`config.mk`:
```
export PLATFORM = sky130hd
export DESIGN_NAME = power_presence_uptime_monitor
export DESIGN_NICKNAME = d
export VERILOG_FILES = /design/src/rtl/ppum_pkg.sv /design/src/rtl/ppum_filter.sv /design/src/rtl/ppum_ontime.sv /design/src/rtl/power_presence_uptime_monitor.sv
export SDC_FILE = /design/constraint.sdc
export NUM_CORES = 1
export LEC_CHECK = 0
export BUFFER_PORTS_ARGS = -buffer_cell sky130_fd_sc_hd__buf_2
export CAP_MARGIN = 20
export CORE_MARGIN = 3
export CORE_UTILIZATION = 45
export CTS_CLUSTER_DIAMETER = 80
export CTS_CLUSTER_SIZE = 10
export DETAILED_ROUTE_END_ITERATION = 16
export PLACE_DENSITY_LB_ADDON = 0.3
export SETUP_SLACK_MARGIN = 0.15
export SYNTH_ARGS = -nofsm -noshare
export SYNTH_HDL_FRONTEND = slang
export SYNTH_SLANG_ARGS = --single-unit
```
`constraint.sdc`:
```
create_clock -name clk -period 11.65 [get_ports clk]
set_clock_uncertainty 0.15 [all_clocks]
set_input_delay 1.165 -clock clk [delete_from_list [all_inputs] [get_ports clk]]
set_output_delay 1.165 -clock clk [all_outputs]
set_load 0.05 [all_outputs]
```
`src/rtl/ppum_pkg.sv`:
```
// ----------------------------------------------------------------------------
// ppum_pkg
// Types, constants and helpers shared by the power presence uptime monitor.
// ----------------------------------------------------------------------------
package ppum_pkg;

  localparam int ACC_WIDTH   = 32;
  localparam int DEB_WIDTH   = 16;
  localparam int CONF_WIDTH  = 24;
  localparam int REP_WIDTH   = 32;
  localparam int CFG_WIDTH   = 24;
  localparam int CFG_IDX_W   = 2;
  localparam int CMP_WIDTH   = (ACC_WIDTH > REP_WIDTH) ? ACC_WIDTH : REP_WIDTH;

  localparam logic [CFG_IDX_W-1:0] REG_DEBOUNCE    = CFG_IDX_W'(0);
  localparam logic [CFG_IDX_W-1:0] REG_CONFIRM     = CFG_IDX_W'(1);
  localparam logic [CFG_IDX_W-1:0] REG_MIRROR_LOW  = CFG_IDX_W'(2);

  localparam logic [DEB_WIDTH-1:0]  DEBOUNCE_RESET = DEB_WIDTH'(50);
  localparam logic [CONF_WIDTH-1:0] CONFIRM_RESET  = CONF_WIDTH'(10000);

  localparam logic [DEB_WIDTH-1:0]  RAW_CNT_MAX  = '1;
  localparam logic [CONF_WIDTH-1:0] CAND_CNT_MAX = '1;
  localparam logic [ACC_WIDTH-1:0]  ACC_MAX      = '1;
  localparam logic [REP_WIDTH-1:0]  REPORT_MAX   = '1;

  typedef struct packed {
    logic was_on;
    logic power_on;
    logic went_online;
    logic went_offline;
  } filt_status_t;

  typedef struct packed {
    logic                 day_valid;
    logic [REP_WIDTH-1:0] day_total;
    logic                 month_valid;
    logic [REP_WIDTH-1:0] month_total;
  } ontime_report_t;

  function automatic logic [REP_WIDTH-1:0] report_of(input logic [ACC_WIDTH-1:0] v);
    logic [CMP_WIDTH-1:0] ve;
    ve = CMP_WIDTH'(v);
    if (ve > CMP_WIDTH'(REPORT_MAX)) begin
      return REPORT_MAX;
    end
    return ve[REP_WIDTH-1:0];
  endfunction

endpackage

```
`src/rtl/ppum_filter.sv`:
```
// ----------------------------------------------------------------------------
// ppum_filter
// Debounce and confirm filter: raw level to confirmed power state and edges.
// ----------------------------------------------------------------------------
module ppum_filter import ppum_pkg::*; (
  input  logic                  clk,
  input  logic                  rst,
  input  logic                  advance,
  input  logic                  raw_level,
  input  logic [DEB_WIDTH-1:0]  debounce_ticks,
  input  logic [CONF_WIDTH-1:0] confirm_ticks,
  output filt_status_t          status
);

  logic                  last_raw;
  logic [DEB_WIDTH-1:0]  raw_cnt;
  logic                  cand;
  logic [CONF_WIDTH-1:0] cand_cnt;
  logic                  conf;

  logic [DEB_WIDTH-1:0]  raw_cnt_next;
  logic                  cand_next;
  logic [CONF_WIDTH-1:0] cand_cnt_next;
  logic                  conf_next;
  logic                  gate;
  logic                  flip;

  always_comb begin
    if (raw_level != last_raw) begin
      raw_cnt_next = '0;
    end else if (raw_cnt != RAW_CNT_MAX) begin
      raw_cnt_next = raw_cnt + DEB_WIDTH'(1);
    end else begin
      raw_cnt_next = raw_cnt;
    end

    gate = raw_cnt_next > debounce_ticks;

    cand_next = gate ? raw_level : cand;
    if (gate && (raw_level != cand)) begin
      cand_cnt_next = '0;
    end else if (cand_cnt != CAND_CNT_MAX) begin
      cand_cnt_next = cand_cnt + CONF_WIDTH'(1);
    end else begin
      cand_cnt_next = cand_cnt;
    end

    flip      = gate && (cand_cnt_next >= confirm_ticks) && (cand_next != conf);
    conf_next = flip ? cand_next : conf;

    status.was_on       = conf;
    status.power_on     = conf_next;
    status.went_online  = flip && cand_next;
    status.went_offline = flip && !cand_next;
  end

  always_ff @(posedge clk) begin
    if (rst) begin
      last_raw <= 1'b0;
      raw_cnt  <= '0;
      cand     <= 1'b0;
      cand_cnt <= '0;
      conf     <= 1'b0;
    end else if (advance) begin
      last_raw <= raw_level;
      raw_cnt  <= raw_cnt_next;
      cand     <= cand_next;
      cand_cnt <= cand_cnt_next;
      conf     <= conf_next;
    end
  end

endmodule

```
`src/rtl/ppum_ontime.sv`:
```
// ----------------------------------------------------------------------------
// ppum_ontime
// Day and month on-time accumulators with saturation and rollover reports.
// ----------------------------------------------------------------------------
module ppum_ontime import ppum_pkg::*; (
  input  logic           clk,
  input  logic           rst,
  input  logic           advance,
  input  logic           was_on,
  input  logic           day_rollover,
  input  logic           month_rollover,
  output ontime_report_t report
);

  logic [ACC_WIDTH-1:0] day_acc;
  logic [ACC_WIDTH-1:0] month_acc;
  logic [ACC_WIDTH-1:0] day_inc;
  logic [ACC_WIDTH-1:0] month_inc;
  logic [ACC_WIDTH-1:0] day_acc_next;
  logic [ACC_WIDTH-1:0] month_acc_next;

  always_comb begin
    day_inc   = (was_on && (day_acc != ACC_MAX)) ? day_acc + ACC_WIDTH'(1) : day_acc;
    month_inc = (was_on && (month_acc != ACC_MAX)) ? month_acc + ACC_WIDTH'(1) : month_acc;

    day_acc_next   = day_rollover ? '0 : day_inc;
    month_acc_next = month_rollover ? '0 : month_inc;

    report.day_valid   = day_rollover;
    report.day_total   = day_rollover ? report_of(day_inc) : '0;
    report.month_valid = month_rollover;
    report.month_total = month_rollover ? report_of(month_inc) : '0;
  end

  always_ff @(posedge clk) begin
    if (rst) begin
      day_acc   <= '0;
      month_acc <= '0;
    end else if (advance) begin
      day_acc   <= day_acc_next;
      month_acc <= month_acc_next;
    end
  end

endmodule

```
`src/rtl/power_presence_uptime_monitor.sv`:
```
// ----------------------------------------------------------------------------
// power_presence_uptime_monitor: debounced power state and on-time counters
// An input beat passes the input reg and then the result reg to reach the result beat.
// Throughput one beat per cycle while out_stall is low; a stalled result blocks the next tick.
// Sync reset clears valid flags and filter and on-time state; registers return to 50 / 10000 / 0.
// ----------------------------------------------------------------------------
module power_presence_uptime_monitor import ppum_pkg::*; (
  input  logic                  clk,
  input  logic                  rst,
  input  logic                  cfg_we,
  input  logic [CFG_IDX_W-1:0]  cfg_index,
  input  logic [CFG_WIDTH-1:0]  cfg_data,
  input  logic                  in_valid,
  output logic                  in_stall,
  input  logic                  raw_level,
  input  logic                  day_rollover,
  input  logic                  month_rollover,
  output logic                  out_valid,
  input  logic                  out_stall,
  output logic                  mirror_drive,
  output logic                  power_on,
  output logic                  went_online,
  output logic                  went_offline,
  output logic                  day_report_valid,
  output logic [REP_WIDTH-1:0]  day_on_total,
  output logic                  month_report_valid,
  output logic [REP_WIDTH-1:0]  month_on_total
);

  logic [DEB_WIDTH-1:0]  debounce_ticks;
  logic [CONF_WIDTH-1:0] confirm_ticks;
  logic                  mirror_invert;

  logic s1_valid;
  logic s1_raw;
  logic s1_day;
  logic s1_month;

  logic out_ready;
  logic advance;
  logic in_take;

  filt_status_t   status;
  ontime_report_t report;

  assign out_ready = !out_valid || !out_stall;
  assign advance   = s1_valid && out_ready;
  assign in_stall  = s1_valid && !out_ready;
  assign in_take   = in_valid && !in_stall;

  always_ff @(posedge clk) begin
    if (rst) begin
      debounce_ticks <= DEBOUNCE_RESET;
      confirm_ticks  <= CONFIRM_RESET;
      mirror_invert  <= 1'b0;
    end else if (cfg_we) begin
      case (cfg_index)
        REG_DEBOUNCE:   debounce_ticks <= cfg_data[DEB_WIDTH-1:0];
        REG_CONFIRM:    confirm_ticks  <= cfg_data[CONF_WIDTH-1:0];
        REG_MIRROR_LOW: mirror_invert  <= cfg_data[0];
        default: ;
      endcase
    end
  end

  // input register
  always_ff @(posedge clk) begin
    if (rst) begin
      s1_valid <= 1'b0;
    end else if (out_ready || !s1_valid) begin
      s1_valid <= in_valid;
    end
  end

  always_ff @(posedge clk) begin
    if (in_take) begin
      s1_raw   <= raw_level;
      s1_day   <= day_rollover;
      s1_month <= month_rollover;
    end
  end

  ppum_filter u_filter (
    .clk            (clk),
    .rst            (rst),
    .advance        (advance),
    .raw_level      (s1_raw),
    .debounce_ticks (debounce_ticks),
    .confirm_ticks  (confirm_ticks),
    .status         (status)
  );

  ppum_ontime u_ontime (
    .clk            (clk),
    .rst            (rst),
    .advance        (advance),
    .was_on         (status.was_on),
    .day_rollover   (s1_day),
    .month_rollover (s1_month),
    .report         (report)
  );

  // result register
  always_ff @(posedge clk) begin
    if (rst) begin
      out_valid <= 1'b0;
    end else if (out_ready) begin
      out_valid <= s1_valid;
    end
  end

  always_ff @(posedge clk) begin
    if (advance) begin
      mirror_drive       <= status.power_on ^ mirror_invert;
      power_on           <= status.power_on;
      went_online        <= status.went_online;
      went_offline       <= status.went_offline;
      day_report_valid   <= report.day_valid;
      day_on_total       <= report.day_total;
      month_report_valid <= report.month_valid;
      month_on_total     <= report.month_total;
    end
  end

endmodule

```
==> results.yml, run 1 <==
synthesis:
  yosysSeqAreaShare_pct: 41.98
  yosys.area.top_type_share_pct: 24.26
  synth.distinct_cells: 64
  synthCells: 1479
  yosys-top-cells-area: "dfxtp_1, edfxtp_1, nand2_1"
  syn_area_sq_um: 12380
  yosysTopAreaCell: "dfxtp_1"
  synth_fp_nets: 1557
  synth_edf_count: 73
  ys_async_sr_fraction_pct: 0
  synth_ff_type: "dfxtp_1"
  ys_warn_count: 0
  synth_area_per_cell_sq_um: 8.368
  synth_seq_cells: 223
detailed_routing:
  drc_errors: 0
  num_vias: 10630
  detail_route.wl_per_cell_microns: 15.21
  drt-total-wl_mm: 28.81
  drt_iter0_drc: 636
  firstDrtPassIters: 5
  via_per_inst: 5.610
  antenna_left: 0
power:
  switching_share_pct: 24.62
  intPower_mw: 1.278
  pwr-share-comb_pct: 8.3
  p_switching_mw: 0.4175
  seqPwrFrac_pct: 48.8
  ir_worst_vdd_v: 0.00008211
  clkPwrFrac_pct: 42.9
  power.density_nw_per_um2: 122.2
  p_leak_nw: 5.177
worst_setup_path:
  critical_path_class: "reg2reg"
  cp-start-kind: "flip-flop"
  worstRegToRegCells: 23
  critical_path_depth: 23
  crit_top_cell: "nor2_1"
  crit_family: "simple AND/OR/NAND/NOR gates"
  critPathSlowestCell: "nor3_1"
  arrival_ns: 6.13
  crit_buf_inv: 1
  worstPathCellList: "nand4_1 -> or3_1 -> nor3_1 -> nor2_1 -> nand2_1 -> xor2_1 -> nor2_1 -> ha_1 -> nand4_1 -> nor4_1 -> nor3_1 -> o31a_1 -> o21a_1 -> buf_16 -> nor2_1 -> ha_1 -> a21oi_1 -> o21ai_0 -> a211oi_1 -> o31ai_1 -> a41o_1 -> nand2_1 -> mux2_2"
  crit_start: "u_filter.raw_cnt[4]"
  endpoint: "power_on"
  cpPeakStageDelay_ns: 0.60
  crit_path_max_fanout: 24
  worst_r2r_startpoint: "u_filter.raw_cnt[4]"
  cp.required_ns: 11.77
  rrSetupSlack_ns: 5.64
  r2r_end: "power_on"
  end_kind: "flip-flop"
final_layout:
  fin_cells: 1894
  n_fill_cell: 2583
  final_common_cell: "nand2_1"
  n_antenna_cell: 0
  layout_common_cells: "nand2_1, dfxtp_1, nor2_1, a21oi_1, buf_2"
  syn_to_final_growth_pct: 12.09
  fin_nets: 1616
  final_layout_size_suffix_gt1_share_pct: 11.01
die:
  dieWidth_microns: 171.8
  die-area_sq_um: 29530
  rows: 60
  initial_core_util_pct: 45.79
  core_area_sq_um: 27030
  boundaryPins: 106
  die_h_microns: 171.8
place:
  io_buffers: 105
  dp_worst_setup_slack_ns: 5.405
  gp_congestion: 0.8560
  dp_cells: 1848
  dpl.hpwl_mm: 19.09
cts:
  clk_pin_slew_ns: 0.06
  cts_sinks: 223
  cts-root-buf: "clkbuf_16"
  cts_setup_buffers: 0
  cts-hold-fix-buffers: 0
  cts_tree: "yes"
  cts_buffers: 26
  clk_latency_ns: 0.52
  clk_path_buf_depth: 3
  post_cts_resized: 0
  h-tree-depth: 1
timing:
  max_freq_ghz: 0.1663
  hold_viol: 0
  drv_slew: 0
  fin_crit_sh_pct: 51.60
  fin_tns_setup_ns: 0
  setup_viol: 0
  rsz0062_at_grt: "false"
  slew_headroom_pct: 40.34
  worst_slack_ns: 5.638
  holdWs_ns: 0.3019
  period_needed_ns: 6.012
  tightest_slew_ns: 0.8948
global_routing:
  antenna_found_initial: 0
  grt_max_degree: 80
  grt_usage_pct: 19.01
  grt_pass1_wl_mm: 47.38
  overflow: 0
  grt_pass1_vias: 9738
hold_path:
  hold_class: "reg2reg"
flow_run:
  maxCapViolations: 0
run_status:
  status: "complete, no violations"
routing by layer:
| metal | share of wire, % | wire [microns] | global-route usage (%) | up-vias |
|---|---|---|---|---|
| met1 | 48 | 13810 | 26.57 | 4986 |
| li1 | - | - | - | 5377 |
| met2 | 45 | 13070 | 31.24 | 223 |
| met4 | 1.8 | 516 | 4.582 | 0 |
| met3 | 4.9 | 1410 | 2.781 | 40 |
| met5 | 0 | 0 | 0 | - |
worst min-delay path: stages, from the launching register on:
cell     delay (ns)
dfxtp_1        0.31
nand2_1        0.05
a21oi_1        0.05
how the worst min path moves through the flow:
| stage | from | end | slack (ns) | depth (start not counted) |
|---|---|---|---|---|
| floorplan | s1_day | day_report_valid | 0.27 | 0 |
| global route | debounce_ticks[15] | debounce_ticks[15] | 0.32 | 2 |
| global placement | confirm_ticks[16] | confirm_ticks[16] | 0.29 | 2 |
| CTS | confirm_ticks[12] | confirm_ticks[12] | 0.31 | 2 |
| finish | confirm_ticks[12] | confirm_ticks[12] | 0.30 | 2 |
| detailed placement | confirm_ticks[12] | confirm_ticks[12] | 0.30 | 2 |
metrics by stage:
step | util (%) | instance area (sq um) | total power [mW]
after floorplan | - | 12380 | 0.9464
after global placement | 48.40 | 13080 | 0.9828
after detailed placement | 48.40 | 13080 | 0.9850
after CTS | 51.14 | 13820 | 1.715
after global routing | 51.33 | 13870 | 1.763
final | 51.33 | 13870 | 1.695
cells in the mapped netlist (3+ instances only):
cell type	n
a211oi_1	4
a21boi_0	6
a21oi_1	122
a22oi_1	17
a31oi_1	38
a32o_1	3
a41o_1	3
a41oi_1	3
and2_1	63
and3_1	34
and4_1	10
buf_2	7
clkbuf_1	77
dfxtp_1	150
edfxtp_1	73
ha_1	44
inv_1	56
nand2_1	177
nand2b_1	6
nand3_1	59
nand3b_1	7
nand4_1	32
nor2_1	129
nor2b_1	19
nor3_1	31
nor3b_1	3
nor4_1	20
o2111ai_1	3
o211ai_1	11
o21a_1	10
o21ai_0	73
o21bai_1	3
o31a_1	3
o31ai_1	4
or2_2	6
or3_1	32
or4_1	15
xnor2_1	37
xor2_1	55
cell families after synthesis:
logic type / share of synthesized area (%)
AO/OA/AOI/OAI: 15.08
XOR/XNOR: 6.511
adder cells (fa/ha/maj): 4.449
buffers and inverters: 4.509
flip-flops: 41.98
multiplexers: 0.2528
AND/OR/NAND/NOR: 27.22
registers in the layout (all words and copies together) (netlist names), 16 cells and up:
register            flops
confirm_ticks          24
day_on_total           32
debounce_ticks         16
month_on_total         32
u_filter.cand_cnt      24
u_filter.raw_cnt       16
u_ontime.day_acc       32
u_ontime.month_acc     32
final cells by class:
class                   instances  area, sq um  area share [%]
multi-input cells            1111         6633           47.81
flip-flops and latches        223         5195           37.45
clock buffers                  42        732.0           5.276
repair buffers                119        660.6           4.762
well taps                     341        426.7           3.076
inverters                      57        216.5           1.560
clock inverters                 1        8.758         0.06314
power groups by stage:
stage / logic [mW] / registers, mW / clock network, mW
global route: 0.153 / 0.830 / 0.781
CTS: 0.141 / 0.828 / 0.746
detailed placement: 0.140 / 0.845 / 0
global placement: 0.138 / 0.844 / 0
finish: 0.140 / 0.828 / 0.727
floorplan: 0.0608 / 0.886 / 0
Note: power is estimated with default switching activity, not from simulation.
==> inputs of run 2 (changes only) <==
--- a/config.mk
+++ b/config.mk
@@ -5,6 +5,7 @@
 export SDC_FILE = /design/constraint.sdc
 export NUM_CORES = 1
 export LEC_CHECK = 0
+export ABC_AREA = 1
 export BUFFER_PORTS_ARGS = -buffer_cell sky130_fd_sc_hd__buf_2
 export CAP_MARGIN = 20
 export CORE_MARGIN = 3
==> constraint.sdc (replaced) <==
create_clock -name clk -period 5 [get_ports clk]
set_clock_uncertainty 0.15 [all_clocks]
set_input_delay 0.5 -clock clk [delete_from_list [all_inputs] [get_ports clk]]
set_output_delay 0.5 -clock clk [all_outputs]
set_load 0.05 [all_outputs]
==> results.yml, run 2 <==
timing:
  slew_headroom_pct: 31.39
  holdWs_ns: 0.03439
  fin_crit_sh_pct: 90.05
  max_freq_ghz: 0.2221
  period_needed_ns: 4.502
  drv_slew: 0
  fin_tns_setup_ns: 0
  setup_viol: 0
  rsz0062_at_grt: "false"
  tightest_slew_ns: 1.028
  hold_viol: 0
hold_path:
  whs_path_depth: 1
  hold_class: "in2reg"
power:
  switching_share_pct: 29.12
  intPower_mw: 3.140
  clkPwrFrac_pct: 38.7
  p_leak_nw: 6.043
  seqPwrFrac_pct: 45.8
  power.density_nw_per_um2: 305.3
  ir_worst_vdd_v: 0.0002339
  p_switching_mw: 1.290
  pwr-share-comb_pct: 15.6
final_layout:
  final_layout_size_suffix_gt1_share_pct: 11.76
  final_cell_area_sq_um: 14510
  layout_common_cells: "nand2_1, inv_1, nor2_1, a21oi_1, dfxtp_1"
  fin_util_pct: 51.81
  fin_cells: 2300
  final_common_cell: "nand2_1"
  n_antenna_cell: 0
  fin_nets: 1984
  syn_to_final_growth_pct: 12.38
synthesis:
  synthCells: 1826
  synth_compound_area_share_pct: 11.44
  syn_area_sq_um: 12910
  synth_ff_type: "dfxtp_1"
  synth.distinct_cells: 41
  synth_xor_area_share_pct: 4.060
  synth_area_per_cell_sq_um: 7.072
  yosys.area_share.simple_pct: 30.97
  synth_top_family_by_area: "simple AND/OR/NAND/NOR gates"
  synth_top_cells_by_count: "nand2_1, inv_1, nor2_1"
  yosysMostFrequentCell: "nand2_1"
  yosysSeqAreaShare_pct: 40.23
  synth_fp_nets: 1904
  yosysTopAreaCell: "dfxtp_1"
  ys_warn_count: 0
  synthMuxAreaShare_pct: 0
  yosys-top-cells-area: "dfxtp_1, edfxtp_1, nand2_1"
  ys_async_sr_fraction_pct: 0
  yosys.area.top_type_share_pct: 23.25
  synth_seq_cells: 223
  synth_edf_count: 73
  synth-adder-area-share_pct: 4.263
detailed_routing:
  drc_errors: 0
  via_per_inst: 5.133
  drt-total-wl_mm: 32.55
  num_vias: 11810
  firstDrtPassIters: 7
  detail_route.wl_per_cell_microns: 14.15
  antenna_left: 0
  drt_iter0_drc: 928
worst_setup_path:
  arrival_ns: 4.64
  crit_top_cell: "nand2_1"
  cp-start-kind: "flip-flop"
  cpPeakStageDelay_ns: 0.43
  worstRegToRegCells: 29
  critical_path_class: "reg2reg"
  end_kind: "flip-flop"
  critPathSlowestCell: "dfxtp_1"
  crit_path_max_fanout: 24
  cp.required_ns: 5.13
flow_run:
  maxCapViolations: 0
global_routing:
  met3_usage_pct: 2.443
  busiest_layer: "met2"
  grt_usage_pct: 20.53
  grtUsageMet2_pct: 33.89
  antenna_found_initial: 0
  grt_pass1_vias: 10900
  grt_use_met1_pct: 28.52
  grt_pass1_wl_mm: 53.21
  overflow: 0
  grt_max_degree: 95
die:
  boundaryPins: 106
  initial_core_util_pct: 46.10
  rows: 61
  die_h_microns: 175.4
  die-area_sq_um: 30770
  core_area_sq_um: 28010
  dieWidth_microns: 175.4
cts:
  cts-root-buf: "clkbuf_16"
  cts-hold-fix-buffers: 0
  clk_latency_ns: 0.54
  clk_path_buf_depth: 3
  cts_sinks: 223
  cts_buffers: 26
  cts_tree: "yes"
  clk_pin_slew_ns: 0.06
  h-tree-depth: 1
place:
  gp_congestion: 0.8998
  dpl.hpwl_mm: 22.96
  dp_cells: 2251
  place_area_sq_um: 13660
  io_buffers: 105
run_status:
  status: "complete, no violations"
-- run 2: cell types whose count changed in the layout (fill, tap and decap cells not counted), sizes merged, moves of 37 or more --
cell,change
nand2,+334
inv,+162
nand3,+74
and2,-64
nor2,+62
a31oi,-38
a21oi,+37
-- run 2: timing repair --
item	4_1_cts	5_1_grt
endpoints found under the hold margin	0	0
buffers inserted	0	4
resized for setup	0	20
setup endpoints to repair	0	5
-- run 2: worst max-delay path: cells and delay by family (launching register included) --
family	cells	cell delay (ns)
buffers and inverters	5	0.48
AND/OR/NAND/NOR	16	2.02
flip-flops	1	0.43
adder cells (fa/ha/maj)	2	0.47
AO/OA/AOI/OAI	6	0.68
-- run 2: worst paths after layout --
path,startpoint,end,slack (ns)
setup / recovery,u_filter.raw_cnt[2],power_on,0.50
setup reg to reg,u_filter.raw_cnt[2],power_on,0.50
hold reg to reg,confirm_ticks[15],confirm_ticks[15],0.31
hold / removal,day_rollover,s1_day,0.03
-- run 2: cells by family after synthesis --
family,count (synthesis)
simple gates,934
buf+inv,287
xor+xnor,59
compound gates,279
fa+ha+maj,44
flops,223
-- run 2: power groups by stage --
stage	Combinational [mW]	Sequential [mW]	Clock, mW
floorplan	0.419	2.16	0
global placement	0.670	2.06	0
detailed placement	0.681	2.06	0
CTS	0.685	2.02	1.76
global route	0.776	2.04	1.83
finish	0.690	2.03	1.71
-- run 2: final cells by class --
type / instances / area, sq um
multi-input cells: 1317 / 6630
clock inverters: 2 / 23.77
inverters: 218 / 820.8
fillers: 2788 / 13500
repair buffers: 120 / 641.9
well taps: 378 / 473.0
clock buffers: 42 / 720.7
flip-flops and latches: 223 / 5202
-- run 2: per-stage QoR --
stage | setup WS (ns) | power [mW]
finish | 0.4977 | 4.431
global route | 0.1162 | 4.639
CTS | 0.2190 | 4.465
detailed placement | 0.2186 | 2.744
global placement | 0.4389 | 2.731
floorplan | 0.7853 | 2.580
-- run 2: routing by layer --
layer  part of all wire, %  vias to the layer above
met1                    47                     5410
met5                     0                        -
met4                   2.6                        0
li1                      -                     6071
met2                    46                      276
met3                   4.4                       49
